===== src/hdl/lce_ram.sv =====
// generic single-port-write, single-port-read ram with registered read
module lce_ram #(
    parameter int WIDTH = 8,
    parameter int DEPTH = 16
) (
    input  logic                     i_clk,
    input  logic                     i_we,
    input  logic [$clog2(DEPTH)-1:0] i_waddr,
    input  logic [WIDTH-1:0]         i_wdata,
    input  logic                     i_re,
    input  logic [$clog2(DEPTH)-1:0] i_raddr,
    output logic [WIDTH-1:0]         o_rdata
);

    logic [WIDTH-1:0] r_mem [DEPTH];
    logic [WIDTH-1:0] r_rdata;

    always_ff @(posedge i_clk) begin
        if (i_we) begin
            r_mem[i_waddr] <= i_wdata;
        end
        if (i_re) begin
            r_rdata <= r_mem[i_raddr];
        end
    end

    assign o_rdata = r_rdata;

endmodule


===== config.mk =====
export PLATFORM = sky130hd
export DESIGN_NAME = lce_ram
export DESIGN_NICKNAME = d
export VERILOG_FILES = /design/src/hdl/lce_ram.sv
export SDC_FILE = /design/constraint.sdc
export NUM_CORES = 1
export LEC_CHECK = 0
export BUFFER_PORTS_ARGS = -buffer_cell sky130_fd_sc_hd__clkbuf_2
export CORE_UTILIZATION = 50
export CTS_BUF_LIST = sky130_fd_sc_hd__clkbuf_2
export DETAILED_ROUTE_END_ITERATION = 10
export PLACE_DENSITY = 0.74
export RECOVER_POWER = 25
export SYNTH_ARGS = -nofsm -noshare
export SYNTH_HDL_FRONTEND = slang
export SYNTH_SLANG_ARGS = --single-unit

===== constraint.sdc =====
create_clock -name i_clk -period 4.5 [get_ports i_clk]
set_clock_uncertainty 0.2 [all_clocks]
set_input_delay 0.9 -clock i_clk [delete_from_list [all_inputs] [get_ports i_clk]]
set_output_delay 0.9 -clock i_clk [all_outputs]
set_load 0.05 [all_outputs]

# Word-level counts from Yosys, hierarchy flattened
# Memories as Yosys holds them, arrays and structs flattened. A register that Yosys moved wholly into a read port is not among the register bits.
# Cells that the tools add are included.
# totals
regBits	0
ram_bits	128
in_bits	19
out_inout_bits	8
elab_cells	3
memories	1
# op_classes
mux	2
# memory_table
memory	depth	word_bits	rd	rd_clocked_by_memory_dff	write_ports	line_no	source
r_mem	16	8	1	1	1	15	logic [WIDTH-1:0] r_mem [DEPTH];
# ops
operator	count
$mux 1	2

# Depth between registers and ports, before layout
# logic_depth
ltp_word	2
depth_mapped	5
depth_no_buf	3

# Worst setup path before layout
# OpenSTA, ideal clock, no wires.
# synth_timing
path_type	input-to-reg
startpoint	input i_waddr[2]
endpoint	memory r_mem[0][0], enable pin
setup_ns	0.383
arrival_time_ns	2.010
t_required_ns	3.917
path_slack_ns	1.907
cell_stages	2
n_path_buf	0
cell_sequence	or3b_2 nor3_1
# synth_lines
item	line_no	source
start, declared	8	input logic [$clog2(DEPTH)-1:0] i_waddr,
end, declared	15	
# No word-level cell before the write port.

==> summary.txt <==
RUN STATUS
-------------------------------------------------------------------------------------
Status ................................................................. finished, final reports clean

CRITICAL PATH
-------------------------------------------------------------------------------------
CP startpoint ..........................................................   i_raddr[0]
Critical path arrival ..................................................      2.72 ns
Category of the worst setup path capture point .........................     register
Setup slack, reg-to-reg ................................................      2.76 ns
CP cell instances ...................................................... clkbuf_2 -> buf_4 -> mux4_1 -> a22oi_1 -> nand2_1
Startpoint of the worst-slack reg-to-reg timing path ...................  r_mem[2][7]
Biggest fanout along the worst timing path .............................           25
CP Data Required Time ..................................................      4.71 ns
Classification of the worst setup path ................................. input port to register
Setup crit start kind ..................................................   input port
Crit-path max cell delay ...............................................      0.67 ns
Slowest cell on crit path ..............................................     clkbuf_2

FINISH
-------------------------------------------------------------------------------------
Number of antenna cells inserted .......................................            0
Layout cell share with drive strength beyond 1 .........................       25.18%
Final Non-Filler Cells .................................................          415
Final Util .............................................................       58.13%
Flip-flop and latch area ...............................................     4084 µm²
Footprint of the multi-input gates .....................................     1057 µm²
Layout net count .......................................................          289
Fill count .............................................................          714
Area overhead of the layout relative to synthesis ......................       10.70%

POWER AND IR DROP
-------------------------------------------------------------------------------------
Worst voltage drop across the vdd grid .................................    0.1651 mV
Comb pwr share .........................................................         5.7%
Sw Pwr .................................................................     514.4 µW
Leakage power summed over all cells ....................................  0.001894 µW
Sequential share of power ..............................................        58.3%
Sw Ratio ...............................................................       20.92%
Power share of the clock group .........................................        35.9%
Total power ............................................................      2459 µW
Power density over cell area ........................................... 424.9 nW/µm²
Cell-internal power ....................................................      1945 µW

CTS
-------------------------------------------------------------------------------------
Clock-pin slew of the registers on the worst-case setup and hold paths .      0.18 ns
Cell at the root of the clock tree .....................................     clkbuf_2
Clock tree from TritonCTS ..............................................         done
Number of setup buffers added after CTS ................................            0
Maximum buffer depth of the clock tree .................................            2
Number of buffers created by CTS .......................................           17
Deepest level of the CTS H-tree ........................................            4
# hold bufs at CTS .....................................................            0
Post-cts sizing count ..................................................            0
Clock Latency Late Sink ................................................      0.64 ns
Number of sinks handled by clock tree synthesis ........................          136

ROUTING
-------------------------------------------------------------------------------------
Count of TritonRoute iterations in the first routing pass ..............            4
Residual antenna-violating net count after detailed routing ............            0
Number of vias per cell ................................................        5.839
Vias after detailed routing ............................................         2423
DRC errors left ........................................................            0
Initial DRC Count ......................................................          252
Average wire per standard cell .........................................     22.89 µm
DRT Wirelength .........................................................      9498 µm

GLOBAL ROUTING
-------------------------------------------------------------------------------------
Maximum number of pins on one net before global-route repair ...........           33
GRT Residual Overflow ..................................................            0
Global-route total usage across every layer ............................       18.95%
Initial antenna violation count ........................................            0
Vias in the first global route .........................................         2474
Wire length of the first global-routing pass ...........................     14290 µm

PLACE
-------------------------------------------------------------------------------------
Cell Count Post-Placement ..............................................          384
Quantity of I/O buffers inserted on ports ..............................           26
Detailed placer's ending HPWL ..........................................      6047 µm
Placer Congestion ......................................................       0.7633

LOGIC SYNTHESIS
-------------------------------------------------------------------------------------
Post-synthesis instance area ...........................................     5228 µm²
Synthesis-stage register bit count .....................................          136
Synth warn .............................................................            0
Distinct cell type count of the synthesized netlist ....................           18
Net Count, Synth .......................................................          248
Synthesized instance count .............................................          229
Register area share after synthesis ....................................       78.12%
Synthesized area per cell ..............................................    22.83 µm²

TIMING
-------------------------------------------------------------------------------------
Setup violators final ..................................................            0
Final Max Tran Viols ...................................................            0
Worst rel slew slack ...................................................       33.17%
Setup TNS ..............................................................         0 ns
RSZ-0062 raised after global routing ...................................           no
Actual slew at the worst max-slew pin ..................................    0.9988 ns
Period Utilization, post-route .........................................       55.66%
Timing-limited maximum frequency .......................................    399.3 MHz
Count of endpoints failing hold in the final timing report .............            0
Period minus WS final ..................................................     2.505 ns

FLOORPLAN
-------------------------------------------------------------------------------------
Die boundary width .....................................................     104.3 µm
Core Area ..............................................................     9955 µm²
Initial Utilization ....................................................       52.51%
Ports placed on the boundary ...........................................           27
Die Outline Area .......................................................    10870 µm²
Die boundary height ....................................................     104.3 µm
Cell Rows ..............................................................           36

HOLD PATH
-------------------------------------------------------------------------------------
Min-delay src ..........................................................   i_wdata[3]
Min-delay worst type ................................................... input port to register

FLOW RUN
-------------------------------------------------------------------------------------
Max_cap viols ..........................................................            0

## per-layer routing
layer	wire length [µm]	vias up	global-route usage (%)
li1	-	1065	-
met4	87	0	6.224
met5	0	-	0
met2	4912	93	29.86
met3	602	8	4.887
met1	3896	1257	26.08
## power by group through the flow
stage	clock [µW]	combinational, µW	sequential [µW]
2_1_floorplan	0	72.0	1480
3_3_place_gp	0	140	1460
5_1_grt	947	152	1440
6_report	884	141	1430
4_1_cts	898	144	1430
3_5_place_dp	0	144	1460
## cells by family after synthesis
group | share of synthesized area [%]
simple gates | 3.136
flops | 78.12
buf+inv | 1.651
mux | 14.79
compound gates | 2.298
## worst max-delay path, delay by kind of cell
kind / cells / cell delay, ns
simple gates: 1 / 0.07
compound gates: 1 / 0.22
mux: 1 / 0.55
buf+inv: 2 / 0.95
## through the flow
step | cell area [µm²] | hold slack [ns] | setup WS (ns)
2_1_floorplan | 5228 | 0.5048 | 1.907
3_3_place_gp | 5483 | 0.5286 | 1.314
3_5_place_dp | 5483 | 0.5293 | 1.262
4_1_cts | 5797 | 0.3875 | 2.012
5_1_grt | 5787 | 0.4544 | 1.901
6_report | 5787 | 0.5055 | 1.995
## worst paths after layout
kind,end,cells past startpoint
min reg2reg,o_rdata[1],3
min,r_mem[6][3],1
max,o_rdata[4],5
max reg2reg,o_rdata[7],3
## synthesized netlist by cell type, drive strengths merged
cell / instances / area share (%)
and2: 1 / 0.12
nand3: 1 / 0.096
nand2b: 2 / 0.24
nand3b: 2 / 0.29
mux4: 32 / 15
and2b: 1 / 0.14
or3b: 1 / 0.17
nor3: 4 / 0.38
buf: 7 / 1.1
nand2: 9 / 0.65
edfxtp: 136 / 78
nor2: 13 / 0.93
clkdlybuf4s25: 3 / 0.57
a22oi: 16 / 2.3
nor2b: 1 / 0.12
## registers in the layout, summed over array words and instances (netlist names)
register,cells
o_rdata,8
r_mem,128
## cell type report
cell class	instances	share of cell area (%)
Clock buffer	17	1.470
Sequential cell	136	70.57
Multi-Input combinational cell	83	18.27
Tap cell	133	2.876
Timing Repair Buffer	32	2.854
Clock inverter	14	3.957
## placed cells by master (no fill, tap or decap), drive strengths merged, types with 2 or more instances in the layout
| master | n |
|---|---|
| clkinvlp | 2 |
| bufinv | 6 |
| buf | 6 |
| mux4 | 32 |
| edfxtp | 136 |
| nand2b | 2 |
| a22oi | 16 |
| nor2 | 13 |
| clkinv | 5 |
| nor3 | 4 |
| clkbuf | 43 |
| nand3b | 2 |
| nand2 | 9 |
No activity file was read; power rests on OpenSTA's default activity.
